[config.mk]
export PLATFORM = sky130hd
export DESIGN_NAME = fpc_mac
export DESIGN_NICKNAME = d
export VERILOG_FILES = /design/src/design/fpc_pkg.sv /design/src/design/fpc_mac.sv
export SDC_FILE = /design/constraint.sdc
export NUM_CORES = 2
export LEC_CHECK = 0
export BUFFER_PORTS_ARGS = -buffer_cell sky130_fd_sc_hd__buf_2
export CORE_MARGIN = 3
export CORE_UTILIZATION = 50
export CTS_BUF_LIST = sky130_fd_sc_hd__clkbuf_4 sky130_fd_sc_hd__clkbuf_8
export CTS_CLUSTER_SIZE = 14
export DETAILED_ROUTE_END_ITERATION = 10
export PLACE_DENSITY = 0.69
export SETUP_SLACK_MARGIN = 0.1
export SKIP_LAST_GASP = 1
export SLEW_MARGIN = 20
export SYNTH_ARGS = -nofsm -noshare
export SYNTH_HDL_FRONTEND = slang
export SYNTH_SLANG_ARGS = --single-unit
[constraint.sdc]
create_clock -name clk -period 7.8 [get_ports clk]
set_clock_uncertainty 0.15 [all_clocks]
set_input_delay 0.39 -clock clk [delete_from_list [all_inputs] [get_ports clk]]
set_output_delay 0.39 -clock clk [all_outputs]
set_load 0.01 [all_outputs]
[src/design/fpc_pkg.sv]
// Shared types, codes and constants of the frustum plane extract and cull block.
package fpc_pkg;

  localparam int FRAC_BITS   = 16;
  localparam int PLANE_COUNT = 6;
  localparam int ACC_W       = 68;

  // input mode codes
  localparam logic [2:0] MODE_WR_PROJ = 3'd0;
  localparam logic [2:0] MODE_WR_VIEW = 3'd1;
  localparam logic [2:0] MODE_UPDATE  = 3'd2;
  localparam logic [2:0] MODE_POINT   = 3'd3;
  localparam logic [2:0] MODE_BOX     = 3'd4;

  // result kind codes
  localparam logic [1:0] KIND_STATUS = 2'd0;
  localparam logic [1:0] KIND_POINT  = 2'd1;
  localparam logic [1:0] KIND_BOX    = 2'd2;

  localparam logic signed [ACC_W-1:0] CLIP_MAX = ACC_W'(64'sh7FFFFFFF);
  localparam logic signed [ACC_W-1:0] CLIP_MIN = -ACC_W'(64'sh80000000);

  typedef enum logic [11:0] {
    ST_IDLE   = 12'b000000000001,
    ST_ISSUE  = 12'b000000000010,
    ST_DRAIN  = 12'b000000000100,
    ST_FINISH = 12'b000000001000,
    ST_CO_A   = 12'b000000010000,
    ST_CO_B   = 12'b000000100000,
    ST_CO_FIX = 12'b000001000000,
    ST_SQRT   = 12'b000010000000,
    ST_ZERO   = 12'b000100000000,
    ST_DIV_GO = 12'b001000000000,
    ST_DIV    = 12'b010000000000,
    ST_OUT    = 12'b100000000000
  } state_t;

  typedef enum logic [1:0] {
    PH_CLIP = 2'd0,
    PH_SQ   = 2'd1,
    PH_TEST = 2'd2
  } phase_t;

  // one issue to the multiply-accumulate unit
  typedef struct packed {
    logic        en;
    logic        first;
    logic [31:0] a;
    logic [32:0] b;
  } mac_req_t;

endpackage

[src/design/fpc_mac.sv]
// Shared multiply-accumulate unit: registered 32x33 product, then wide accumulate.
module fpc_mac (
  input  logic                                  clk,
  input  logic                                  rst,
  input  fpc_pkg::mac_req_t                     req,
  output logic signed [fpc_pkg::ACC_W-1:0]      acc
);
  import fpc_pkg::*;

  logic signed [64:0] prod;
  logic               vld;
  logic               first;

  // product stage
  always_ff @(posedge clk) begin
    prod <= $signed(req.a) * $signed(req.b);
  end

  always_ff @(posedge clk) begin
    if (rst) begin
      vld   <= 1'b0;
      first <= 1'b0;
    end else begin
      vld   <= req.en;
      first <= req.first;
    end
  end

  // accumulate stage
  always_ff @(posedge clk) begin
    if (vld) begin
      acc <= first ? ACC_W'(prod) : acc + ACC_W'(prod);
    end
  end

endmodule

=== Word level (Yosys, flattened, before mapping) ===
Cells that the tools add are included.

* Add/sub/neg operators: 1
* Multipliers: 1
* Mux-type cells: 1

{| class="wikitable"
|+ Operators by type and width
! operator !! count
|-
| adder 68 x 65 -> 68 bit || 1
|-
| two-way mux 68 bit || 1
|-
| multiplier 32 x 33 -> 65 bit || 1
|}

* Flip-flop bits (word level): 135
* Bits of input ports: 69
* Output and inout bits: 68
* Word-level logic and storage cells: 7

=== Logic depth before layout (Yosys ltp) ===
* Word-level depth: 2
* Depth in mapped cells: 29

=== Worst setup path after synthesis ===
No wires, ideal clock.

* Kind: input to register
* From: input port req[32] (netlist bit)
* To: register prod[62]
* Library setup time: 0.072 ns
* Data arrival time: 7.457 ns
* Required time: 7.578 ns
* Setup slack: 0.120 ns
* Stages on the path: 26
* Buffers on the path: 2
* Cell sequence: clkbuf_1 > nand2_1 > inv_1 > fa_1 > fa_1 > fa_1 > fa_1 > inv_1 > fa_1 > inv_1 > fa_1 > inv_1 > fa_1 > inv_1 > fa_1 > ha_1 > clkbuf_1 > a21o_1 > a21o_1 > a21o_1 > a21oi_1 > nor2b_1 > o21ai_0 > nand2b_1 > a221oi_2 > xnor2_1

* Word-level cells in the longest chain between the ends: 1

{| class="wikitable"
|+ Ends and longest elaborated chain
! item !! line !! source
|-
| start: declaration || fpc_mac.sv:5 || <nowiki>input fpc_pkg::mac_req_t req,</nowiki>
|-
| multiplier 32 x 33 -> 65 bit || fpc_mac.sv:16 || <nowiki>prod <= $signed(req.a) * $signed(req.b);</nowiki>
|-
| end signal: assignment || fpc_mac.sv:16 ||
|-
| end: declaration || fpc_mac.sv:10 || <nowiki>logic signed [64:0] prod;</nowiki>
|}

Every way passes these cells.
A chain may end at the register's enable or synchronous reset.

=== Final worst setup path ===
* From: input port req[7] (netlist bit)
* To: register prod[59]

The elaborated chain is that of the path after synthesis.

==> impl_metrics.yaml <==
floorplanning:
  floorplan.initialDensity_pct: 50.5
  io_pins: 137
  fp.dieArea_um2: 93000
  num_rows: 109
  floorplan.core_area_um2: 88500
  die_h_um: 305
  dieWidth_um: 305
timing:
  achievable-frequency_ghz: 0.135
  layout_min_cycle_time_ns: 7.43
  fin_setup_tns_ns: 0
  setup_ws_ns: 0.373
  hold-worst-slack_ns: 0.403
  finalHoldViolCount: 0
  setup_viol: 0
  report.final.slew_viol_count: 0
  min_period_over_period_pct: 95.2
  tightest_slew_ns: 1.20
  rsz_0062_raised_after_global_routing: "no"
  max_slew_headroom_pct: 18.1
yosys:
  yosysWarnings: 0
  synth_sequential_area_ratio_pct: 7.57
  synth_compound_area_share_pct: 6.76
  netlist_instances: 4783
  ys_dominant_reg_cell: "sky130_fd_sc_hd__edfxtp_1"
  postSynthRegisterBits: 135
  syn_avg_cell_area_um2: 9.35
  ffs_w_async_s_r_synth_pct: 0
  synth-edff-count: 68
  number_of_nets_produced_by_synthesis: 6218
  synthesized_area_fraction_occupied_by_adder_cells_pct: 56.9
  post_synth_and_or_nand_nor_area_fraction_pct: 15.5
  yosys.area_share.xor_xnor_pct: 2.70
  main_combinational_cell_family_by_area_after_synthesis: "adder cells"
  muxShareOfSynthArea_pct: 0.0979
  synth.lib_cells_used.distinct: 70
  cell_area_synth_um2: 44700
placement:
  placement.setup.worst_slack_ns: -0.300
  gp_congestion: 0.916
  place_hpwl_um: 100000
  buffer_ports.inserted: 136
clocking:
  cts_inserted_buffers: 17
  cts.reportedPaths.clkPinSlew_ns: 0.08
  cts-htree-levels: 4
  tritoncts_num_sinks: 135
  clock_insertion_delay_worst_skew_ns: 0.47
  clockBufferDepth: 2
  clk_root_buf: "sky130_fd_sc_hd__clkbuf_8"
  tritoncts: "done"
hold_path:
  hold_class: "flop to flop"
flow_run:
  timing.max_cap.violations: 0
critical_path:
  critPathKind: "primary input to flop"
  timing.critical_path.arrival_ns: 7.64
  cp_data_required_time_ns: 8.01
  worst_setup_path_end_kind: "flop"
  cp_max_fanout: 13
  timing.critical_path.from_type: "primary input"
  crit_slowest_cell: "sky130_fd_sc_hd__fa_1"
  max_stage_delay_ns: 0.53
  crit_top_cell: "sky130_fd_sc_hd__fa_1"
global_routing:
  antenna_found_initial: 7
  grt_util_all_layers_pct: 25.4
  grt_pass1_vias: 35496
  grt_first_pass_wirelength_um: 187000
  grt-ovfl-total: 0
  pin_count_of_the_biggest_net_entering_global_routing: 90
detailed_routing:
  detailedRoute.firstPassIterationCount: 6
  avgViaCountPerCell: 5.36
  drt-total-wl_um: 114000
  drc_errors: 0
  drt_wl_cell_um: 18.8
  route.antenna.remaining_nets: 0
  detailedRoute.firstIterationViolations: 1933
  detailroute.via_count: 32654
status:
  run_status: "complete, no violations"
final_layout:
  signed_area_change_from_the_synthesized_netlist_to_the_final_layout_pct: 7.62
  layout_cell_share_with_drive_strength_beyond_1_pct: 8.19
  nNetsFinal: 6342
==> path summary, 6_finish.rpt <==
check                           startpoint  endpoint  slack [ns]  cells after the start
worst min register to register    prod[37]   acc[37]        0.40                      2
worst max register to register      acc[0]   acc[52]        3.58                     14
worst min-delay path              prod[37]   acc[37]        0.40                      2
worst max-delay path                req[7]  prod[59]        0.37                     30
==> metal layers <==
metal  track usage, %  vias up  wire (um)
met2             46.5      919      61000
met5                0        -         13
li1                 -    14497          -
met4             10.8        2       5640
met1             30.0    16935      42700
met3             3.11      301       5090
==> final cells by class <==
type                    instances  area (um^2)
well taps                    1165         1460
repair buffers                349         2400
fillers                      7915        40400
inverters                     998         3750
diodes                          6         15.0
clock inverters                13          168
multi-input cells            3406        36700
clock buffers                  19          249
flip-flops and latches        135         3390
==> flip-flops by register name, summed over array words and instances, names as in the netlist <==
signal,flops
vld,1
first,1
acc,68
prod,65
==> cells in the mapped netlist, drive strengths merged (19+ instances only) <==
cell    instances  area (um^2)
fa           1113        22300
xnor2          89          780
clkbuf        238          893
edfxtp         68         2040
a21oi         137          693
xor2           49          429
o21ai         143          716
o21bai         26          195
nand3          29          145
nand2         663         2490
nand4          28          175
and2          531         3320
a31oi          19          131
a21o           71          533
nand2b         21          131
dfxtp          67         1340
ha            253         3170
nor2           83          312
inv           997         3740
==> timing repair <==
item	CTS	global route
resized for setup	0	19
hold buffers	3	0
setup endpoints to repair	0	11
setup buffers	0	0
endpoints found under the hold margin	2	0
==> cells by family after synthesis <==
| group | Yosys count |
|---|---|
| muxes | 4 |
| DFF | 135 |
| adders and majority gates | 1366 |
| xor gates and xnor gates | 138 |
| and+or+nand+nor | 1413 |
| buffers and inverters | 1242 |
| AOI/OAI and AO/OA | 485 |
==> per-stage QoR <==
step,cell area (um^2),std cells,util (%)
CTS,48000,6085,54.3
floorplan,44700,4783,-
global placement,47600,6050,53.8
detailed placement,47600,6050,53.8
global route,48100,6086,54.4
finish,48100,6091,54.4
==> cells in the final DEF (no fill, tap or decap), types with 7 or more instances in the layout <==
master and count:
sky130_fd_sc_hd__fa_1 1112, sky130_fd_sc_hd__inv_1 997, sky130_fd_sc_hd__nand2_1 663, sky130_fd_sc_hd__and2_1 531, sky130_fd_sc_hd__ha_1 253, sky130_fd_sc_hd__buf_4 203, sky130_fd_sc_hd__a21oi_1 134, sky130_fd_sc_hd__buf_2 124
sky130_fd_sc_hd__o21ai_0 109, sky130_fd_sc_hd__xnor2_1 89, sky130_fd_sc_hd__nor2_1 83, sky130_fd_sc_hd__a21o_1 71, sky130_fd_sc_hd__edfxtp_1 68, sky130_fd_sc_hd__dfxtp_1 65, sky130_fd_sc_hd__xor2_1 49, sky130_fd_sc_hd__o21ai_1 34
sky130_fd_sc_hd__nand3_1 29, sky130_fd_sc_hd__nand4_1 28, sky130_fd_sc_hd__o21bai_1 26, sky130_fd_sc_hd__nand2b_1 21, sky130_fd_sc_hd__a31oi_1 17, sky130_fd_sc_hd__o21a_1 17, sky130_fd_sc_hd__clkbuf_8 17, sky130_fd_sc_hd__nor2b_1 16
sky130_fd_sc_hd__clkbuf_4 14, sky130_fd_sc_hd__and3_1 12, sky130_fd_sc_hd__nor3_1 10, sky130_fd_sc_hd__o211ai_1 9, sky130_fd_sc_hd__buf_12 7
==> worst max-delay path: cells and delay by family <==
| kind | cells | cell delay [ns] |
|---|---|---|
| fa+ha+maj | 9 | 4.00 |
| compound gates | 8 | 1.34 |
| buf+inv | 9 | 1.13 |
| simple gates | 3 | 0.62 |
| xor+xnor | 1 | 0.14 |
Power is not shown: default switching activity piles up to over one toggle a cycle in this logic, so the estimate is an artifact.
