[src/design/fpc_pkg.sv]
// Shared types, codes and constants of the frustum plane extract and cull block.
package fpc_pkg;

  localparam int FRAC_BITS   = 16;
  localparam int PLANE_COUNT = 6;
  localparam int ACC_W       = 68;

  // input mode codes
  localparam logic [2:0] MODE_WR_PROJ = 3'd0;
  localparam logic [2:0] MODE_WR_VIEW = 3'd1;
  localparam logic [2:0] MODE_UPDATE  = 3'd2;
  localparam logic [2:0] MODE_POINT   = 3'd3;
  localparam logic [2:0] MODE_BOX     = 3'd4;

  // result kind codes
  localparam logic [1:0] KIND_STATUS = 2'd0;
  localparam logic [1:0] KIND_POINT  = 2'd1;
  localparam logic [1:0] KIND_BOX    = 2'd2;

  localparam logic signed [ACC_W-1:0] CLIP_MAX = ACC_W'(64'sh7FFFFFFF);
  localparam logic signed [ACC_W-1:0] CLIP_MIN = -ACC_W'(64'sh80000000);

  typedef enum logic [11:0] {
    ST_IDLE   = 12'b000000000001,
    ST_ISSUE  = 12'b000000000010,
    ST_DRAIN  = 12'b000000000100,
    ST_FINISH = 12'b000000001000,
    ST_CO_A   = 12'b000000010000,
    ST_CO_B   = 12'b000000100000,
    ST_CO_FIX = 12'b000001000000,
    ST_SQRT   = 12'b000010000000,
    ST_ZERO   = 12'b000100000000,
    ST_DIV_GO = 12'b001000000000,
    ST_DIV    = 12'b010000000000,
    ST_OUT    = 12'b100000000000
  } state_t;

  typedef enum logic [1:0] {
    PH_CLIP = 2'd0,
    PH_SQ   = 2'd1,
    PH_TEST = 2'd2
  } phase_t;

  // one issue to the multiply-accumulate unit
  typedef struct packed {
    logic        en;
    logic        first;
    logic [31:0] a;
    logic [32:0] b;
  } mac_req_t;

endpackage

[src/design/fpc_sqrt.sv]
// Iterative integer square root, one result bit per cycle.
module fpc_sqrt (
  input  logic        clk,
  input  logic        rst,
  input  logic        start,
  input  logic [63:0] op,
  output logic [31:0] root,
  output logic        done
);
  import fpc_pkg::*;

  logic [63:0] rem;
  logic [63:0] r;
  logic [63:0] bitv;
  logic [63:0] trial;
  logic        busy;
  logic [4:0]  cnt;

  assign trial = r + bitv;
  assign root  = r[31:0];

  // control
  always_ff @(posedge clk) begin
    if (rst) begin
      busy <= 1'b0;
      done <= 1'b0;
      cnt  <= '0;
    end else begin
      done <= busy && (cnt == 5'd31);
      if (start) begin
        busy <= 1'b1;
        cnt  <= '0;
      end else if (busy) begin
        cnt <= cnt + 5'd1;
        if (cnt == 5'd31) busy <= 1'b0;
      end
    end
  end

  // datapath
  always_ff @(posedge clk) begin
    if (start) begin
      rem  <= op;
      r    <= '0;
      bitv <= 64'd1 << 62;
    end else if (busy) begin
      if (rem >= trial) begin
        rem <= rem - trial;
        r   <= (r >> 1) + bitv;
      end else begin
        r <= r >> 1;
      end
      bitv <= bitv >> 2;
    end
  end

endmodule

[config.mk]
export PLATFORM = sky130hd
export DESIGN_NAME = fpc_sqrt
export DESIGN_NICKNAME = d
export VERILOG_FILES = /design/src/design/fpc_pkg.sv /design/src/design/fpc_sqrt.sv
export SDC_FILE = /design/constraint.sdc
export NUM_CORES = 1
export LEC_CHECK = 0
export BUFFER_PORTS_ARGS = -buffer_cell sky130_fd_sc_hd__buf_2
export CORE_MARGIN = 8
export CORE_UTILIZATION = 50
export CTS_CLUSTER_DIAMETER = 120
export CTS_CLUSTER_SIZE = 40
export DETAILED_ROUTE_END_ITERATION = 12
export GPL_TIMING_DRIVEN = 0
export HOLD_SLACK_MARGIN = 0.12
export PLACE_DENSITY_LB_ADDON = 0.05
export SLEW_MARGIN = 20
export SYNTH_ARGS = -nofsm -noshare
export SYNTH_HDL_FRONTEND = slang
export SYNTH_SLANG_ARGS = --single-unit
[constraint.sdc]
create_clock -name clk -period 8.9 [get_ports clk]
set_clock_uncertainty 0.15 [all_clocks]
set_input_delay 0.89 -clock clk [delete_from_list [all_inputs] [get_ports clk]]
set_output_delay 0.89 -clock clk [all_outputs]
set_load 0.05 [all_outputs]
; Word-level counts from Yosys, hierarchy flattened
; Index checks and enable logic that the tools add are counted.
[op_classes]
n_addsub = 4
n_lt_le_gt_ge = 1
eq_ne = 1
reduce_logical = 5
mux = 7
[ops]
columns = cell, count
row1 = 64-bit two-way mux, 4
row2 = 63-bit by 63-bit adder with 64-bit output, 1
row3 = 64-bit by 63-bit adder with 64-bit output, 1
row4 = 64-bit >= comparator, 1
row5 = 64-bit subtractor, 1
row6 = "5-bit by 1-bit adder with 5-bit output, second input constant", 1
row7 = "5-bit == test, second input constant", 1
row8 = 2-bit nonzero test, 2
row9 = 1-bit two-way mux, 3
row10 = 2-bit AND reduction, 1
row11 = 2-bit OR reduction, 1
row12 = 1-bit logical AND, 1
[word_totals]
register_bits = 167
output_inout_bits = 33
inputBits = 67

; Logic depth before layout (Yosys ltp)
; Gate-level depths: netlist of run 1.
[logic_depth]
depth_word = 5
ltp_mapped = 25
depth_no_buf = 23

; Worst setup path before layout of run 1
; Ideal clock, no wire load.
[synth_path]
path_type = register to register
start = reg r[16]
end = reg rem[0], enable pin
path_stages_with_launch = 21
synth_period_minus_slack_ps = 9700
setup_time_ps = 574
setup_slack_ps = -800
arrival_time_ps = 8976
cell_sequence = dfxtp_1 -> ha_1 -> a31o_2 -> a211oi_1 -> nand2_1 -> a211o_1 -> a221oi_2 -> o21ai_1 -> a211oi_2 -> o21ai_0 -> xnor2_1 -> ha_1 -> and3_1 -> nand2_1 -> nor3_1 -> a221oi_1 -> o21ai_1 -> nor2_2 -> buf_2 -> buf_2 -> o21ai_0
[synth_via]
elab_chain_len = 4
[synth_lines]
columns = element, line
row1 = "start, declared", fpc_sqrt.sv:13  ; logic [63:0] r;
row2 = "start signal, assigned", fpc_sqrt.sv:49  ; r <= (r >> 1) + bitv;
row3 = "start signal, assigned", fpc_sqrt.sv:51  ; r <= r >> 1;
row4 = 64-bit by 63-bit adder with 64-bit output, fpc_sqrt.sv:19  ; assign trial = r + bitv;
row5 = 64-bit >= comparator, fpc_sqrt.sv:47  ; if (rem >= trial) begin
row6 = 2-bit nonzero test (no source line), n/a
row7 = 2-bit AND reduction (no source line), n/a
row8 = "end signal, assigned", fpc_sqrt.sv:43  ; rem <= op;
row9 = "end signal, assigned", fpc_sqrt.sv:48  ; rem <= rem - trial;
row10 = "end, declared", fpc_sqrt.sv:12  ; logic [63:0] rem;
; No other way between the ends.
; A chain may end at the register's enable or synchronous reset.

; Final worst setup path of run 1
[layout_path]
start = reg r[16]
end = reg rem[46], enable pin
; Same word-level chain as after synthesis.

==> impl_metrics.csv, run 1 <==
group,metric,value,unit
route,drc,0,
timing,fin_setup_tns,0,ps
synth,yosys-mux-area-fraction,3.95,%
clock_tree,clk_latency,470,ps
critical_path,cp.required,8970,ps
clock_tree,clkSlewWorstSetupHoldPaths,80,ps
synth,synth_top_family_by_area,"compound AO/OA/AOI/OAI gates",
synth,syn-cell-area,15400,um^2
synth,ys_ff_latch,167,
pwr,power_frac_seq,24.4,%
pwr,pwr-share-clk,16.8,%
run,cap_violations,0,
floorplan,core_area,30500,um^2
synth,synth-edff-count,64,
floorplan,die_h,192,um
critical_path,crit_arrival,8000,ps
synth,synthTopCellsByArea,"dfxtp_1 (13%), edfxtp_1 (12%), ha_1 (11%)",
timing,drv_slew,0,
critical_path,end_kind,"register",
route,drt.antenna.violating_nets,0,
synth,synth_top_area_share,13.4,%
synth,synth_ff_type,"dfxtp_1",
timing,min_period,7930,ps
timing,finalSetupViolCount,0,
placed_design,gp_congestion,0.991,
grt,overflow,0,
cells_and_area,drive_above_1_share,10.4,%
clock_tree,clkSinkCount,167,
floorplan,start_util,50.5,%
floorplan,num_io_pins,100,
timing,period_share,89.1,%
route,drt_pre_antenna_iters,8,
cells_and_area,design_area,17100,um^2
placed_design,port-buffer-count,98,
grt,grt_max_degree,23,
route,post_drt_wl_per_cell,21.8,um
pwr,switchingPower,0.00226,W
synth,syn_nets,2153,
cells_and_area,fin_nets,2273,
timing,relSlewSlack,19.8,%
placed_design,postPlaceCellArea,16500,um^2
timing,rsz0062_at_grt,"no",
synth,synth_xor_area_share,8.64,%
synth,synth_fa_ha_area_share,10.8,%
timing,setup_ws,973,ps
grt,grt_usage,29.0,%
clock_tree,cts_tree,"yes",
pwr,p_sw_share,47.7,%
pwr,combPwrFrac,58.8,%
synth,synth-async-reset-ratio,0,%
clock_tree,cts_inserted_buffers,17,
cells_and_area,area_growth_syn_to_layout,10.9,%
synth,yosys.area.top_type,"dfxtp_1",
pwr,p_leak,6.67,nW
critical_path,ff2ff_path_depth,23,
pwr,p_int,0.00248,W
clock_tree,ctsResizeCount,0,
run_status,status,"complete, no violations",
placed_design,dp_slack,1260,ps
floorplan,fp.dieArea,36700,um^2
critical_path,worstSetupPathType,"register to register",
floorplan,die_w,192,um
clock_tree,post-cts-setup-buffers,0,
synth,synth_simple_gate_area_share,18.0,%
placed_design,dpl.cell_count,2450,
hold_path,worstHoldPathCells,2,
synth,ys_types,82,
timing,hold_viol,0,
cells_and_area,final_cells,2482,
route,dr_total_vias,15700,
timing,fmax,126,MHz
cells_and_area,antennaDiodeCount,0,
synth,synth_cells,1953,
timing,worst_pin_slew,1170,ps
route,drt_iter0_markers,1429,
route,routed_wl,54000,um
clock_tree,cts_buffer_depth,2,
route,post_drt_via_cell_ratio,6.32,
placed_design,dp.final_hpwl,41700,um
synth,syn_avg_cell_area,7.89,um^2
clock_tree,cts_root_buffer,"clkbuf_16",
pwr,vdd_drop_max,0.276,mV
pwr,power_density,277,nW/um^2
hold_path,holdCritPathClass,"register to register",
floorplan,rows,64,
clock_tree,htreeDepth,4,
synth,ys_warn_count,0,
clock_tree,postCtsHoldBufs,0,
grt,grt_pass1_vias,14800,
synth,synth-compound-area-share,27.2,%
grt,antenna_found_initial,0,
grt,grt_pass1_wl,82900,um
synth,synth.yosys.seq_area_share,25.9,%
critical_path,critPathLaunchType,"register",
critical_path,worstPathMaxFanout,17,
-- path summary, 6_finish.rpt --
kind,end,start,slack [ps]
min reg2reg,r[0]$_SDFFE_PP0P_,r[0]$_SDFFE_PP0P_,380
max reg2reg,rem[46]$_DFFE_PP_,r[16]$_SDFFE_PP0P_,970
max,rem[46]$_DFFE_PP_,r[16]$_SDFFE_PP0P_,970
min,r[0]$_SDFFE_PP0P_,r[0]$_SDFFE_PP0P_,380
-- through the flow --
stage	hold WS, ps	util (%)	total power (W)
after global placement	349	53.7	0.00384
after CTS	372	56.0	0.00469
after detailed placement	360	54.0	0.00387
after global routing	402	56.0	0.00503
final	376	56.0	0.00474
after floorplan	328	-	0.00314
-- cells in the mapped netlist (8+ instances only) --
master	instances
nor3_1	43
mux2_2	10
xor2_1	80
or3_1	16
a311oi_1	25
nand4_1	36
o21bai_1	32
xnor2_1	72
o21a_1	14
and2_1	14
ha_1	132
nor2_1	175
nand3_1	36
a221oi_1	14
a21oi_1	117
clkbuf_1	87
o22ai_1	9
dfxtp_1	103
a31o_2	16
nor2b_1	13
edfxtp_1	64
and3_1	21
inv_1	52
a21o_1	50
buf_4	34
mux2i_1	48
a31oi_1	64
o31ai_1	8
nand2_1	218
o211ai_1	16
a211oi_1	31
o21ai_0	179
-- registers in the layout (all words and copies together) (netlist names) --
signal	flops
bitv	32
busy	1
cnt	5
done	1
r	64
rem	64
-- power groups by stage --
stage | clock, W | combinational, W | sequential (W)
floorplan | 0 | 0.00202 | 0.00112
CTS | 0.000807 | 0.00273 | 0.00115
global route | 0.000836 | 0.00302 | 0.00117
detailed placement | 0 | 0.00270 | 0.00117
global placement | 0 | 0.00266 | 0.00118
finish | 0.000799 | 0.00279 | 0.00116
-- final cells by class --
| class | instances | area, um^2 |
|---|---|---|
| fillers | 2978 | 13400 |
| multi-input cells | 1603 | 10600 |
| flip-flops and latches | 167 | 3980 |
| plain buffers | 130 | 639 |
| repair buffers | 101 | 573 |
| well taps | 396 | 495 |
| clock buffers | 18 | 439 |
| inverters | 53 | 199 |
| clock inverters | 14 | 163 |
-- critical path: stages (launching register included) --
cell	delay [ps]
dfxtp_1	540
ha_1	330
a31o_2	260
a211oi_1	370
nand2_1	230
a211o_1	390
a221oi_2	550
o21ai_1	270
a211oi_2	640
o21ai_0	210
xnor2_1	330
ha_1	370
a21o_1	200
a21o_1	160
a21oi_1	270
inv_1	100
a221oi_1	320
o21ai_1	200
nor2_2	330
buf_2	320
buf_2	390
o21ai_4	250
buf_16	290
buf_16	170
-- cells in the final DEF (no fill, tap or decap), types with 34 or more instances in the layout --
master,instances
nand4_1,36
nand3_1,36
a31oi_1,64
mux2i_1,48
inv_1,52
xnor2_1,72
ha_1,132
a21o_1,50
nor3_1,43
buf_4,34
o21ai_0,178
clkbuf_1,86
dfxtp_1,103
a21oi_1,117
edfxtp_1,64
buf_2,104
nor2_1,175
nand2_1,218
xor2_1,80
-- kinds of logic after synthesis --
| group | count (synthesis) |
|---|---|
| xor+xnor | 152 |
| buf+inv | 183 |
| fa+ha+maj | 133 |
| compound gates | 647 |
| mux | 59 |
| flops | 167 |
| simple gates | 612 |
-- per-layer routing --
layer / vias up / global-route usage, % / share of wire [%]
met5: - / 0 / 0
met4: 0 / 10.2 / 3.0
met3: 104 / 4.63 / 7.8
met2: 701 / 46.0 / 45
met1: 7415 / 39.3 / 45
li1: 7478 / - / -
No activity file was read; power rests on OpenSTA's default activity.
==> run 2, diff against run 1 <==
--- a/config.mk
+++ b/config.mk
@@ -6,8 +6,11 @@
 export NUM_CORES = 1
 export LEC_CHECK = 0
 export BUFFER_PORTS_ARGS = -buffer_cell sky130_fd_sc_hd__buf_2
+export CAP_MARGIN = 15
+export CELL_PAD_IN_SITES_DETAIL_PLACEMENT = 0
+export CELL_PAD_IN_SITES_GLOBAL_PLACEMENT = 1
 export CORE_MARGIN = 8
-export CORE_UTILIZATION = 50
+export CORE_UTILIZATION = 43
 export CTS_CLUSTER_DIAMETER = 120
 export CTS_CLUSTER_SIZE = 40
 export DETAILED_ROUTE_END_ITERATION = 12
@@ -18,3 +21,4 @@
 export SYNTH_ARGS = -nofsm -noshare
 export SYNTH_HDL_FRONTEND = slang
 export SYNTH_SLANG_ARGS = --single-unit
+export TNS_END_PERCENT = 1
==> impl_metrics.csv, run 2 (synthesized netlist as in run 1, its figures left out) <==
group,metric,value,unit
run_status,status,"complete, no violations",
placed_design,postPlaceCellArea,16600,um^2
pwr,vdd_drop_max,0.209,mV
floorplan,die_w,205,um
hold_path,worstHoldPathCells,2,
clock_tree,cts_root_buffer,"clkbuf_16",
cells_and_area,area_growth_syn_to_layout,11.1,%
critical_path,worstPathMaxFanout,17,
grt,grt_usage,26.6,%
grt,grt_pass1_vias,14800,
route,drt_pre_antenna_iters,5,
placed_design,port-buffer-count,98,
critical_path,cp.required,8960,ps
pwr,power_density,275,nW/um^2
grt,grt_pass1_wl,86500,um
route,post_drt_wl_per_cell,22.3,um
pwr,p_int,0.00243,W
placed_design,dp.final_hpwl,44300,um
critical_path,cp_cell_sequence,"ha_1 > a31o_2 > a211oi_1 > nand2_1 > a211o_1 > a221oi_2 > o21ai_1 > a211oi_2 > o21ai_0 > xnor2_1 > ha_1 > a21o_1 > a21o_1 > a21oi_1 > inv_1 > a221oi_1 > o21ai_1 > nor2_2 > buf_2 > buf_2 > o21ai_4 > buf_16 > buf_8",
pwr,switchingPower,0.00227,W
clock_tree,ctsResizeCount,0,
critical_path,worstSetupPathType,"register to register",
route,drc,0,
critical_path,ff2ff_path_depth,23,
critical_path,max_stage_delay,630,ps
route,drt_iter0_markers,1378,
critical_path,critPathLaunchType,"register",
grt,antenna_found_initial,0,
timing,rsz0062_at_grt,"no",
timing,drv_slew,0,
cells_and_area,drive_above_1_share,10.4,%
route,dr_total_vias,15400,
floorplan,die_h,205,um
clock_tree,cts_tree,"yes",
clock_tree,clkSlewWorstSetupHoldPaths,80,ps
route,routed_wl,56700,um
cells_and_area,top_regs,"r x64, rem x64, bitv x32",
clock_tree,post-cts-setup-buffers,0,
critical_path,end_kind,"register",
run,cap_violations,0,
critical_path,critPathSlowestCell,"a211oi_2",
floorplan,num_io_pins,100,
pwr,pwr-share-clk,15.8,%
route,post_drt_via_cell_ratio,6.06,
timing,min_period,8490,ps
hold_path,hp-start,"r[0]$_SDFFE_PP0P_",
timing,holdWs,370,ps
floorplan,fp.dieArea,42100,um^2
route,drt.antenna.violating_nets,0,
critical_path,crit_arrival,8560,ps
clock_tree,clk_latency,460,ps
timing,period_share,95.4,%
clock_tree,cts_buffer_depth,2,
timing,worst_pin_slew,1110,ps
pwr,p_sw_share,48.2,%
cells_and_area,final_common_cell,"nand2_1",
pwr,combPwrFrac,59.6,%
clock_tree,postCtsHoldBufs,0,
floorplan,rows,69,
clock_tree,htreeDepth,4,
cells_and_area,final_cell_mix,"nand2_1 (218), o21ai_0 (178), nor2_1 (175)",
timing,finalSetupViolCount,0,
timing,relSlewSlack,26.3,%
floorplan,core_area,35400,um^2
hold_path,holdCritPathClass,"register to register",
grt,overflow,0,
cells_and_area,design_area,17100,um^2
cells_and_area,antennaDiodeCount,0,
critical_path,cp-startpoint,"r[16]$_SDFFE_PP0P_",
floorplan,start_util,43.5,%
critical_path,timing.rr.start,"r[16]$_SDFFE_PP0P_",
pwr,p_leak,6.65,nW
pwr,power_frac_seq,24.6,%
clock_tree,clkSinkCount,167,
placed_design,gp_congestion,0.953,
cells_and_area,fin_nets,2273,
timing,hold_viol,0,
clock_tree,cts_inserted_buffers,17,
timing,fmax,118,MHz
grt,grt_max_degree,23,
run 2: cell count changes in the layout (fill, tap and decap cells not counted):
cell and delta:
clkinv_2 +2, bufinv_16 -2, clkinvlp_4 -1, a2111oi_1 +1, a2111oi_0 -1, inv_6 -1, clkbuf_1 +1, inv_4 +1
inv_8 -1, clkbuf_16 +1, buf_8 +1, buf_16 -1
run 2: worst max-delay path, delay by kind of cell (launching register included):
family | cells | cell delay (ps)
flops | 1 | 580
simple gates | 2 | 610
xor+xnor | 1 | 490
buf+inv | 5 | 1350
compound gates | 13 | 4290
fa+ha+maj | 2 | 750
run 2: routing by layer:
layer | vias up | GRT usage [%] | share of wire (%)
li1 | 7477 | - | -
met1 | 7328 | 36.9 | 46
met2 | 570 | 41.6 | 45
met3 | 66 | 4.85 | 7.0
met4 | 0 | 7.35 | 2.2
met5 | - | 0 | 0
run 2: power by group through the flow:
stage / clock network (W) / logic [W] / registers (W)
floorplan: 0 / 0.00202 / 0.00112
global placement: 0 / 0.00273 / 0.00118
detailed placement: 0 / 0.00274 / 0.00117
CTS: 0.000759 / 0.00277 / 0.00115
global route: 0.000786 / 0.00308 / 0.00117
finish: 0.000743 / 0.00280 / 0.00116
run 2: area by class of cell:
class                      instances  area, um^2
fill                            3609       18300
inverter                          53         199
sequential                       167        3980
clock inverter                    12        91.3
clock buffer                      20         468
tap                              461         577
buffer                           130         639
multi-input combinational       1603       10600
timing repair buffer             101         561
run 2: path summary, 6_finish.rpt:
| check | to | slack, ps |
|---|---|---|
| worst min register to register | r[0]$_SDFFE_PP0P_ | 370 |
| worst max-delay path | rem[45]$_DFFE_PP_ | 410 |
| worst max register to register | rem[45]$_DFFE_PP_ | 410 |
| worst min-delay path | r[0]$_SDFFE_PP0P_ | 370 |
run 2: per-stage QoR:
step | setup WS, ps | instances | TNS (ps) | power [W] | utilization (%)
after floorplan | 934 | 1953 | 0 | 0.00314 | -
after global routing | 62.7 | 2547 | 0 | 0.00504 | 48.4
final | 406 | 2547 | 0 | 0.00470 | 48.4
after CTS | 654 | 2547 | 0 | 0.00468 | 48.4
after detailed placement | 715 | 2515 | 0 | 0.00392 | 46.8
after global placement | -3080 | 2512 | -196600 | 0.00391 | 46.5
