--- src/design/fpc_pkg.sv ---
// Shared types, codes and constants of the frustum plane extract and cull block.
package fpc_pkg;

  localparam int FRAC_BITS   = 16;
  localparam int PLANE_COUNT = 6;
  localparam int ACC_W       = 68;

  // input mode codes
  localparam logic [2:0] MODE_WR_PROJ = 3'd0;
  localparam logic [2:0] MODE_WR_VIEW = 3'd1;
  localparam logic [2:0] MODE_UPDATE  = 3'd2;
  localparam logic [2:0] MODE_POINT   = 3'd3;
  localparam logic [2:0] MODE_BOX     = 3'd4;

  // result kind codes
  localparam logic [1:0] KIND_STATUS = 2'd0;
  localparam logic [1:0] KIND_POINT  = 2'd1;
  localparam logic [1:0] KIND_BOX    = 2'd2;

  localparam logic signed [ACC_W-1:0] CLIP_MAX = ACC_W'(64'sh7FFFFFFF);
  localparam logic signed [ACC_W-1:0] CLIP_MIN = -ACC_W'(64'sh80000000);

  typedef enum logic [11:0] {
    ST_IDLE   = 12'b000000000001,
    ST_ISSUE  = 12'b000000000010,
    ST_DRAIN  = 12'b000000000100,
    ST_FINISH = 12'b000000001000,
    ST_CO_A   = 12'b000000010000,
    ST_CO_B   = 12'b000000100000,
    ST_CO_FIX = 12'b000001000000,
    ST_SQRT   = 12'b000010000000,
    ST_ZERO   = 12'b000100000000,
    ST_DIV_GO = 12'b001000000000,
    ST_DIV    = 12'b010000000000,
    ST_OUT    = 12'b100000000000
  } state_t;

  typedef enum logic [1:0] {
    PH_CLIP = 2'd0,
    PH_SQ   = 2'd1,
    PH_TEST = 2'd2
  } phase_t;

  // one issue to the multiply-accumulate unit
  typedef struct packed {
    logic        en;
    logic        first;
    logic [31:0] a;
    logic [32:0] b;
  } mac_req_t;

endpackage

--- src/design/fpc_div.sv ---
// Iterative restoring divider, 62-bit dividend by 32-bit divisor, one bit per cycle.
module fpc_div (
  input  logic        clk,
  input  logic        rst,
  input  logic        start,
  input  logic [61:0] dividend,
  input  logic [31:0] divisor,
  output logic [61:0] quot,
  output logic        done
);
  import fpc_pkg::*;

  logic [61:0] dvd;
  logic [31:0] rem;
  logic [31:0] den;
  logic [32:0] trial;
  logic        ge;
  logic        busy;
  logic [5:0]  cnt;

  assign trial = {rem, dvd[61]};
  assign ge    = trial >= {1'b0, den};
  assign quot  = dvd;

  // control
  always_ff @(posedge clk) begin
    if (rst) begin
      busy <= 1'b0;
      done <= 1'b0;
      cnt  <= '0;
    end else begin
      done <= busy && (cnt == 6'd61);
      if (start) begin
        busy <= 1'b1;
        cnt  <= '0;
      end else if (busy) begin
        cnt <= cnt + 6'd1;
        if (cnt == 6'd61) busy <= 1'b0;
      end
    end
  end

  // shift and subtract
  always_ff @(posedge clk) begin
    if (start) begin
      dvd <= dividend;
      rem <= '0;
      den <= divisor;
    end else if (busy) begin
      rem <= ge ? 32'(trial - {1'b0, den}) : trial[31:0];
      dvd <= {dvd[60:0], ge};
    end
  end

endmodule

--- config.mk ---
export PLATFORM = sky130hd
export DESIGN_NAME = fpc_div
export DESIGN_NICKNAME = d
export VERILOG_FILES = /design/src/design/fpc_pkg.sv /design/src/design/fpc_div.sv
export SDC_FILE = /design/constraint.sdc
export NUM_CORES = 1
export LEC_CHECK = 0
export ABC_AREA = 1
export ABC_CLOCK_PERIOD_IN_PS = 5590
export BUFFER_PORTS_ARGS = -buffer_cell sky130_fd_sc_hd__buf_2
export CORE_UTILIZATION = 45
export DETAILED_ROUTE_END_ITERATION = 8
export PLACE_DENSITY_LB_ADDON = 0.2
export SLEW_MARGIN = 20
export SYNTH_ARGS = -nofsm -noshare
export SYNTH_HDL_FRONTEND = slang
export SYNTH_SLANG_ARGS = --single-unit
--- constraint.sdc ---
create_clock -name clk -period 5.59 [get_ports clk]
set_input_delay 0.2795 -clock clk [delete_from_list [all_inputs] [get_ports clk]]
set_output_delay 0.2795 -clock clk [all_outputs]
set_load 0.05 [all_outputs]
# Word level (Yosys, flattened, before mapping)
# Cells that the tools add are included.
# classes
n_addsub,2
magnitude_cmp,1
eq_ne,1
mux,6
reduce_logical,3
# ops
operator,n
62-bit two-way mux,2
33-bit by 32-bit greater-or-equal comparator with 1-bit output,1
32-bit two-way mux,1
32-bit subtractor,1
6-bit by 1-bit adder with 6-bit output (second input constant),1
6-bit equality test (second input constant),1
1-bit two-way mux,3
2-bit nonzero test,1
2-bit OR reduction,1
1-bit logical AND,1
# word_totals
reg_bits,134
in_bits,97
out_inout_bits,63

# Logic depth before layout (Yosys ltp)
# Gate-level depths: netlist (run 1).
# logic_depth
word_depth,4
mapped_depth,17
depth_no_buf,16

# Least setup slack after synthesis (run 1)
# No wires, ideal clock.
# synth_path
kind,input to register
from,input start
to,"register dvd[0], in the netlist quot[0] (enable)"
setup_time_ns,0.451
t_arrival_ns,2.644
t_required_ns,5.139
path_slack_ns,2.494
path_stages,4
n_path_buf,2
path_cell_list,clkbuf_1 -> nor2_1 -> inv_1 -> clkbuf_1
# synth_between
elab_chain_cells,1
# synth_rtl
element,line_no,text
start: declaration,fpc_div.sv:5,"input logic start,"
2-bit nonzero test (no source line),n/a,
end signal: assignment,fpc_div.sv:46,dvd <= dividend;
end signal: assignment,fpc_div.sv:51,"dvd <= {dvd[60:0], ge};"
end: declaration,fpc_div.sv:13,logic [61:0] dvd;
# Every way passes these cells.
# A chain may end at the register's enable or synchronous reset.

# Final worst setup path (run 1)
# layout_path
from,register den[20]
to,register rem[1]
# layout_between
elab_chain_cells,2
# layout_rtl
element,line_no,text
start: declaration,fpc_div.sv:15,logic [31:0] den;
start signal: assignment,fpc_div.sv:48,den <= divisor;
33-bit by 32-bit greater-or-equal comparator with 1-bit output,fpc_div.sv:22,"assign ge = trial >= {1'b0, den};"
32-bit two-way mux,fpc_div.sv:50,"rem <= ge ? 32'(trial - {1'b0, den}) : trial[31:0];"
end signal: assignment,fpc_div.sv:50,
end: declaration,fpc_div.sv:14,logic [31:0] rem;
# Every way passes these cells.

==> results.ini, run 1 <==
[clock_network]
clk_pin_slew_worst_paths_ns=0.07
h_tree_depth=4
post-cts-setup-buffers=0
hold_buffers=0
clock_tree.buffer_depth=2
cts_made_buffers=17
cts-root-buf=clkbuf_16
clock_tree_from_tritoncts=done
numClockSinks=134
clock_insertion_delay_worst_skew_ns=0.43
cts-resized-gates=0

[setup_path]
crit_path_end_kind=flip-flop
cpMaxStageDelayCell=nor2_4
critPathMostFrequentCell=nand2_1
r2r_start=den[20]
timing.critical_path.cells=inv_1 > ha_1 > nand2_2 > inv_2 > nand2_1 > nand2_1 > nand2_1 > nand2_1 > nand2_1 > nand2_1 > nor2_4 > nand2_4 > nand2_1 > nand3_1 > o21ai_0
arrival_ns=3.27
timing.critical_path.slowest_cell_delay_ns=0.68
worstPathRequired_ns=5.92
timing.critical_path.from=den[20]
worstPathMaxFanout=34
setup.worst_path.class=flip-flop to flip-flop
start_kind=flip-flop

[sta]
timing.final.max_slew_violations=0
maxClockFrequency_mhz=341
final.hold.worst_slack_ns=0.0211
finalHoldViolations=0
setup_total_negative_slack_ns=0
rsz0062_at_grt=no
shortest_period_the_worst_path_allows_ns=2.94
worst-slew-pin-transition_ns=0.891
report.final.setup_viol=0
final.setup_skew_ns=0.0139
timing.final.crit_share_pct=52.5
max-slew-margin-rel_pct=40.5

[routing]
finalWirelength_microns=21000
drt-pass1-iter-count=5
detail_route.vias_per_cell=4.81
final_antenna_net_count=0
drc_violation_count_after_routing=0
via_count=7277
drtIter0Drc=321
post_drt_wl_per_cell_microns=13.9

[place]
detailedPlacementHpwl_microns=15400
finalWeightedCongestion=0.931
place.port_buffers=159
cell_count_post_placement=1482

[yosys]
synth_cell_types=38
sequential_cell_area_fraction_in_the_yosys_report_pct=44.2
syn-cell-area_sq_um=8190
number_of_cells_produced_by_synthesis=1122
synth_fp_nets=1254
ys_seq_elements=134
ys_warn_count=0
syn-mean-instance-area_sq_um=7.30

[cells_and_area]
insertedDiodeCount=0
drive_gt1_share_pct=18.9
n_fill_cell=1712
design.final.nets=1408
layout.cells.non_filler=1514
flow.area_growth_from_synthesis_pct=18.7

[power_and_ir_drop]
fin_total_pwr_mw=2.72
power_density_nw_per_um2=279
power.static_leakage_nw=5.19
worst_ir_drop_vdd_mv=0.203

[min_path]
min_from=divisor[15]
hold_path.class=input pin to flip-flop

[die]
initial_core_util_pct=46.7
height_of_the_die_microns=137
floorplan.core_area_sq_um=17500
num_rows=48
die_area_sq_um=18700
io-pin-count=160
chip_width_microns=137

[global_routing]
globalRouteOverflowTotal=0
grt_max_degree=76
grt_pass1_vias=6978
antenna_violations_before_repair=0
wire_length_of_the_first_global_routing_pass_microns=34100
gr-usage-all-layers_pct=23.8

[flow_run]
timing.max_cap.violations=0

[outcome]
status=finished, final reports clean

[synth_stat cells, drive strengths merged]
master	n	share of area, %
nand2	499	24
o21ai	18	1.1
inv	191	8.8
nor3b	1	0.092
xnor2	13	1.4
fa	1	0.24
clkinv	1	0.046
and2	1	0.076
xor2	2	0.21
a21oi	27	1.7
nand4	9	0.69
nor4	1	0.076
nor3	10	0.67
nand3	82	5.5
edfxtp	94	34
buf	14	1.2
nand3b	13	1.2
ha	34	5.2
nor2	48	2.6
clkbuf	15	0.69
o21a	2	0.18
dfxtp	40	9.8
o21bai	3	0.27
or2	1	0.076
a31oi	2	0.15
[cells by family (layout without fill, tap and decap cells)]
group | count (synthesis) | count (layout) | share of synthesized area [%]
buf+inv | 221 | 388 | 10.7
flops | 134 | 134 | 44.2
compound gates | 52 | 52 | 3.41
fa+ha+maj | 35 | 35 | 5.44
simple gates | 665 | 665 | 34.6
xor+xnor | 15 | 15 | 1.60
[power breakdown]
group          switching, mW  internal, mW
Combinational          0.336         0.117
Clock                  0.494         0.588
Sequential            0.0348          1.15
[worst max-delay path: cells and delay by family, from the launching register on]
kind,cells,cell delay (ns)
flops,1,0.32
fa+ha+maj,1,0.35
compound gates,1,0.11
buf+inv,2,0.08
simple gates,11,1.97
[placed cells by master (no fill, tap or decap), drive strengths merged, types with 27 or more instances in the layout]
master	instances
a21oi	27
buf	164
dfxtp	40
edfxtp	94
ha	34
inv	197
nand2	499
nand3	82
nor2	48
[per-layer routing]
metal / track usage, % / vias up / routed length (microns)
li1: - / 3792 / -
met1: 30.8 / 3258 / 9650
met4: 7.81 / 0 / 338
met3: 6.15 / 27 / 1300
met2: 38.7 / 200 / 9710
met5: 0 / - / 0
[cell type report]
type	instances	area, sq um	area share (%)
Clock buffer	18	429	4.41
Sequential cell	134	3620	37.3
Multi-Input combinational cell	767	3690	38.0
Timing Repair Buffer	164	836	8.60
Clock inverter	14	136	1.40
Tap cell	225	282	2.90
Inverter	192	722	7.43
[stage by stage]
step	area (sq um)	worst slack (ns)	util (%)
after floorplan	8190	2.49	-
after global placement	9150	2.71	52.2
after detailed placement	9150	2.66	52.2
after CTS	9720	2.62	55.4
after global routing	9720	2.24	55.4
final	9720	2.65	55.4
[registers in the layout, indices dropped and copies added, names as in the netlist]
name / cells
rem: 32
quot: 62
busy: 1
den: 32
done: 1
cnt: 6
[final timing paths]
path         endpoint  slack (ns)  cells past startpoint
min reg2reg   rem[29]        0.47                      2
max reg2reg    rem[1]        2.65                     15
max            rem[1]        2.65                     15
min           den[15]        0.02                      1
Power figures use the tool's default switching activity.
==> inputs of run 2 (changes only) <==
Settings changed: ABC_AREA 1 to 0, ABC_CLOCK_PERIOD_IN_PS 5590 to 2960.
Clock period 5.59 ns to 2.96 ns, I/O delays scaled along.
==> run 2 against run 1 <==
Sequential cell count is the same. Maximum frequency grew 6.3%. Clock-buffer cell count decreased by 1. Worst setup slack lost 2.5 ns. Global-route usage decreased by 2.0 points.
==> results.ini, run 2 <==
[sta]
max-slew-margin-rel_pct=53.7
final.setup_skew_ns=0.0106
finalHoldViolations=0
report.final.setup_viol=0
maxClockFrequency_mhz=362
shortest_period_the_worst_path_allows_ns=2.76
final.hold.worst_slack_ns=0.0249
setup_total_negative_slack_ns=0
timing.final.max_slew_violations=0
final_critical_path_setup_slack_ns=0.198
rsz0062_at_grt=no
timing.final.crit_share_pct=93.3
worst-slew-pin-transition_ns=0.693

[routing]
final_antenna_net_count=0
post_drt_wl_per_cell_microns=16.5
via_count=5919
drtIter0Drc=483
finalWirelength_microns=18100
drt-pass1-iter-count=5
detail_route.vias_per_cell=5.40
drc_violation_count_after_routing=0

[clock_network]
clock_tree_from_tritoncts=done
numClockSinks=134
clock_tree.buffer_depth=2
clock_insertion_delay_worst_skew_ns=0.42
h_tree_depth=4
cts-root-buf=clkbuf_16
cts_made_buffers=17
clk_pin_slew_worst_paths_ns=0.06

[setup_path]
timing.critical_path.cells=inv_1 > ha_1 > a21oi_1 > o211ai_1 > a21o_1 > a311o_1 > a21oi_4 > o21a_2 > o311ai_0
timing.critical_path.slowest_cell_delay_ns=0.43
worstReg2RegEnd=rem[23]
rr_worst_depth=9
crit_path_end_kind=flip-flop
r2r_start=den[18]
critical_path.n_buffers_inverters=1
cpMaxStageDelayCell=o21a_2
critical-path-top-delay-family=compound AO/OA/AOI/OAI gates
setup.worst_path.end=rem[23]
timing.critical_path.from=den[18]
start_kind=flip-flop
worstPathRequired_ns=3.22
setup.worst_path.class=flip-flop to flip-flop
critical_path_depth=9
setup.reg_to_reg.worst_slack_ns=0.20
arrival_ns=3.03
worstPathMaxFanout=16

[yosys]
post_synth_and_or_nand_nor_area_fraction_pct=11.2
synth_fa_ha_area_share_pct=6.11
synth_area_leader_cell=edfxtp_1
yosys_most_used_dff=edfxtp_1
ys_seq_elements=134
synth_xor_area_share_pct=3.24
sequential_cell_area_fraction_in_the_yosys_report_pct=49.7
ys_warn_count=0
synth_area_in_compound_gates_pct=15.4
number_of_cells_produced_by_synthesis=663
synth.top_cell.area_share_pct=38.7
synth_mux_area_share_pct=9.99
syn-mean-instance-area_sq_um=11.0
synth-edff-count=94
synth_top_family_by_area=compound AO/OA/AOI/OAI gates
synth_fp_nets=795
yosysMostFrequentCell=edfxtp_1
netlist_top_cells_area=edfxtp_1 39%, dfxtp_1 11%, mux2_2 9.6%
post_synth_arst_share_pct=0
synth_cell_types=60
syn-cell-area_sq_um=7290
netlist_top_cells_count=94 x edfxtp_1, 62 x mux2_2, 58 x nand2_1

[place]
finalWeightedCongestion=0.850
dpl_cell_area_sq_um=8380
place.port_buffers=159
cell_count_post_placement=1026
place_ws_ns=-0.0432
detailedPlacementHpwl_microns=12500

[cells_and_area]
design.final.nets=999
stdcell_area_sq_um=9350
n_fill_cell=1359
drive_gt1_share_pct=34.4
max_reg_flops=62
layout.cells.non_filler=1096
mostFrequentLayoutCell=buf_2
flow.area_growth_from_synthesis_pct=28.2
insertedDiodeCount=0
layout_common_cells=158 x buf_2, 94 x edfxtp_1, 62 x mux2_2

[power_and_ir_drop]
power_density_nw_per_um2=606
worst_ir_drop_vdd_mv=0.460
power.static_leakage_nw=3.91

[global_routing]
grt_pass1_vias=5895
grt_max_degree=81
globalRouteOverflowTotal=0
wire_length_of_the_first_global_routing_pass_microns=28300
globalRouteMet2Util_pct=37.1
met1_usage_pct=26.7
grt_util_met3_pct=6.11
busiest_layer=met2
antenna_violations_before_repair=0
gr-usage-all-layers_pct=21.8

[die]
height_of_the_die_microns=129
chip_width_microns=129
initial_core_util_pct=46.1
io-pin-count=160
num_rows=46
floorplan.core_area_sq_um=15800
die_area_sq_um=16700

[min_path]
hold_path.class=input pin to flip-flop
holdPathStages=2

[outcome]
status=finished, final reports clean

[flow_run]
timing.max_cap.violations=0

## run 2: cell types whose count changed after synthesis, sizes merged, moves of 14 or more
cell	before	now
mux2	0	62
nand2	499	59
o21ai	18	36
nand3	82	22
nand2b	0	14
inv	191	45
a21oi	27	44
## run 2: worst min-delay path by stage
stage / start / to
2_1_floorplan: rst / busy
3_3_place_gp: divisor[22] / den[22]
3_5_place_dp: divisor[17] / den[17]
4_1_cts: dividend[21] / quot[21]
5_1_grt: dividend[6] / quot[6]
6_report: dividend[5] / quot[5]
## run 2: repair_timing
action                                 in CTS  in global routing
endpoints found under the hold margin      34                  0
hold buffers                               33                  0
setup endpoints to repair                   2                 23
pin swaps                                   1                  3
buffers inserted                            0                  3
resized for setup                           0                  5
gates cloned                                1                  1
## run 2: final cells by class
type	instances	area (sq um)	area share [%]
well taps	216	270	2.89
clock inverters	15	143	1.53
repair buffers	213	1320	14.2
inverters	45	169	1.81
flip-flops and latches	134	3620	38.7
multi-input cells	456	3400	36.3
clock buffers	17	425	4.55
## run 2: report_power, final
| group | switching, mW | leakage [nW] | internal (mW) |
|---|---|---|---|
| clock network | 0.865 | 0.276 | 1.17 |
| logic | 0.855 | 2.37 | 0.485 |
| registers | 0.0870 | 1.26 | 2.20 |
| total | 1.81 | 3.91 | 3.86 |
## run 2: cell families (layout without fill, tap and decap cells)
kind of cell / count (synthesis) / after routing
muxes: 65 / 65
xor gates and xnor gates: 27 / 27
buffers and inverters: 75 / 290
adders and majority gates: 35 / 35
DFF: 134 / 134
AOI/OAI and AO/OA: 156 / 158
and+or+nand+nor: 171 / 171
## run 2: metrics by stage
stage | total power [mW] | utilization, %
after floorplan | 3.25 | -
after global placement | 3.57 | 52.9
after detailed placement | 3.59 | 52.9
after CTS | 5.68 | 58.6
after global routing | 5.91 | 59.1
final | 5.66 | 59.1
## run 2: layer usage
layer | part of all wire (%) | wire length, microns | vias up
met3 | 5.9 | 1070 | 29
met5 | 0 | 0 | -
met1 | 43 | 7820 | 2815
li1 | - | - | 2870
met2 | 49 | 8920 | 205
met4 | 1.6 | 296 | 0
==> inputs of run 3 (changes only) <==
--- a/config.mk
+++ b/config.mk
@@ -11,5 +11,5 @@
 export CORE_UTILIZATION = 45
 export DETAILED_ROUTE_END_ITERATION = 8
-export PLACE_DENSITY_LB_ADDON = 0.2
+export PLACE_DENSITY = 0.78
 export SLEW_MARGIN = 20
 export SYNTH_ARGS = -nofsm -noshare
==> constraint.sdc (replaced) <==
create_clock -name clk -period 2.96 [get_ports clk]
set_input_delay 0.592 -clock clk [delete_from_list [all_inputs] [get_ports clk]]
set_output_delay 0.592 -clock clk [all_outputs]
set_load 0.05 [all_outputs]
==> run 3 against run 2 <==
Global-route usage down 1.2 points. Worst setup slack got worse by 0.056 ns. Cell count down 3.5%. Clock-buffer cell count stayed put. Critical path type unchanged. Critical endpoint is now quot[0].
==> results.ini, run 3 (synthesis results as in run 2) <==
[outcome]
status=finished, final reports clean

[setup_path]
worstPathMaxFanout=13
timing.critical_path.cells=inv_1 > ha_1 > a21oi_1 > o211ai_1 > a21o_1 > a311o_1 > a21oi_4 > o21ai_4 > mux2_2
timing.critical_path.slowest_cell_delay_ns=0.38
start_kind=flip-flop
worstPathRequired_ns=3.14
crit_path_end_kind=flip-flop
cpMaxStageDelayCell=a311o_1
setup.worst_path.class=flip-flop to flip-flop
arrival_ns=3.00

[global_routing]
antenna_violations_before_repair=0
globalRouteOverflowTotal=0
gr-usage-all-layers_pct=20.7
grt_pass1_vias=5359
wire_length_of_the_first_global_routing_pass_microns=26500
grt_max_degree=41

[sta]
final.setup_skew_ns=0.0117
setup_total_negative_slack_ns=0
shortest_period_the_worst_path_allows_ns=2.82
worst-slew-pin-transition_ns=0.615
timing.final.max_slew_violations=0
maxClockFrequency_mhz=355
report.final.setup_viol=0
finalHoldViolations=0
final_critical_path_setup_slack_ns=0.142
max-slew-margin-rel_pct=59.0
timing.final.crit_share_pct=95.2
rsz0062_at_grt=no

[place]
detailedPlacementHpwl_microns=12000
place_ws_ns=0.0185
place.port_buffers=159
finalWeightedCongestion=0.876

[routing]
final_antenna_net_count=0
via_count=5742
drt-pass1-iter-count=5
drc_violation_count_after_routing=0
drtIter0Drc=494
post_drt_wl_per_cell_microns=15.9
detail_route.vias_per_cell=5.43
finalWirelength_microns=16800

[clock_network]
numClockSinks=134
h_tree_depth=4
clock_tree_from_tritoncts=done
post-cts-setup-buffers=0
clk_pin_slew_worst_paths_ns=0.07
cts_made_buffers=17
clock_tree.buffer_depth=2
cts-root-buf=clkbuf_16
clock_insertion_delay_worst_skew_ns=0.43

[cells_and_area]
area_used_by_multi_input_combinational_logic_sq_um=3400
drive_gt1_share_pct=35.4
final-seq-area_sq_um=3620
max_reg_flops=62
mostFrequentLayoutCell=buf_2
n_fill_cell=1343
flow.area_growth_from_synthesis_pct=23.1
design.final.nets=960
layout_common_cells=158 x buf_2, 94 x edfxtp_1, 62 x mux2_2

[die]
initial_core_util_pct=46.1
height_of_the_die_microns=129
io-pin-count=160
die_area_sq_um=16700
chip_width_microns=129
floorplan.core_area_sq_um=15800
num_rows=46

[flow_run]
timing.max_cap.violations=0

[power_and_ir_drop]
power.static_leakage_nw=3.76
power_density_nw_per_um2=632
worst_ir_drop_vdd_mv=0.522

[min_path]
hold_path.class=input pin to flip-flop

## run 3: layout make-up
type                    count  area share (%)
multi-input cells         456            37.8
repair buffers            174            10.4
well taps                 216            3.01
clock inverters            15            1.74
diodes                      1          0.0279
inverters                  45            1.88
clock buffers              17            4.74
flip-flops and latches    134            40.4
## run 3: report_power, final
part           total (mW)  switching (mW)  internal, mW
sequential           2.28          0.0876          2.19
clock                2.12           0.922          1.19
combinational        1.27           0.832         0.443
total                5.67            1.84          3.83
## run 3: path summary, 6_finish.rpt
path                                  start  endpoint  slack (ns)  cells past startpoint
worst min register to register      rem[15]   rem[15]        0.49                      2
worst max-delay path                den[18]   quot[0]        0.14                      9
worst max register to register      den[18]   quot[0]        0.14                      9
worst min-delay path            divisor[20]   den[20]        0.33                      1
## run 3: metrics by stage
| step | utilization [%] | cells | hold WS, ns | power, mW | instance area, sq um |
|---|---|---|---|---|---|
| after floorplan | - | 663 | 0.453 | 3.25 | 7290 |
| after global placement | 52.8 | 1023 | 0.471 | 3.55 | 8350 |
| after detailed placement | 52.8 | 1023 | 0.482 | 3.57 | 8350 |
| after CTS | 56.5 | 1055 | 0.316 | 5.70 | 8930 |
| after global routing | 56.7 | 1057 | 0.314 | 5.90 | 8980 |
| final | 56.7 | 1058 | 0.335 | 5.67 | 8980 |
## run 3: routing by layer
layer | global-route usage [%] | part of all wire [%] | vias to the layer above
met5 | 0 | 0 | -
met3 | 5.99 | 7.1 | 23
met4 | 6.99 | 1.6 | 0
li1 | - | - | 2793
met1 | 26.7 | 44 | 2723
met2 | 33.2 | 47 | 203
## run 3: repair_timing
action,4_1_cts,5_1_grt
hold buffers,0,0
setup endpoints to repair,0,24
resized for setup,0,5
## run 3: worst max-delay path: cells and delay by family, from the launching register on
family          cells  cell delay, ns
compound gates      6            1.49
fa+ha+maj           1            0.29
buf+inv             1            0.08
mux                 1            0.34
flops               1            0.37
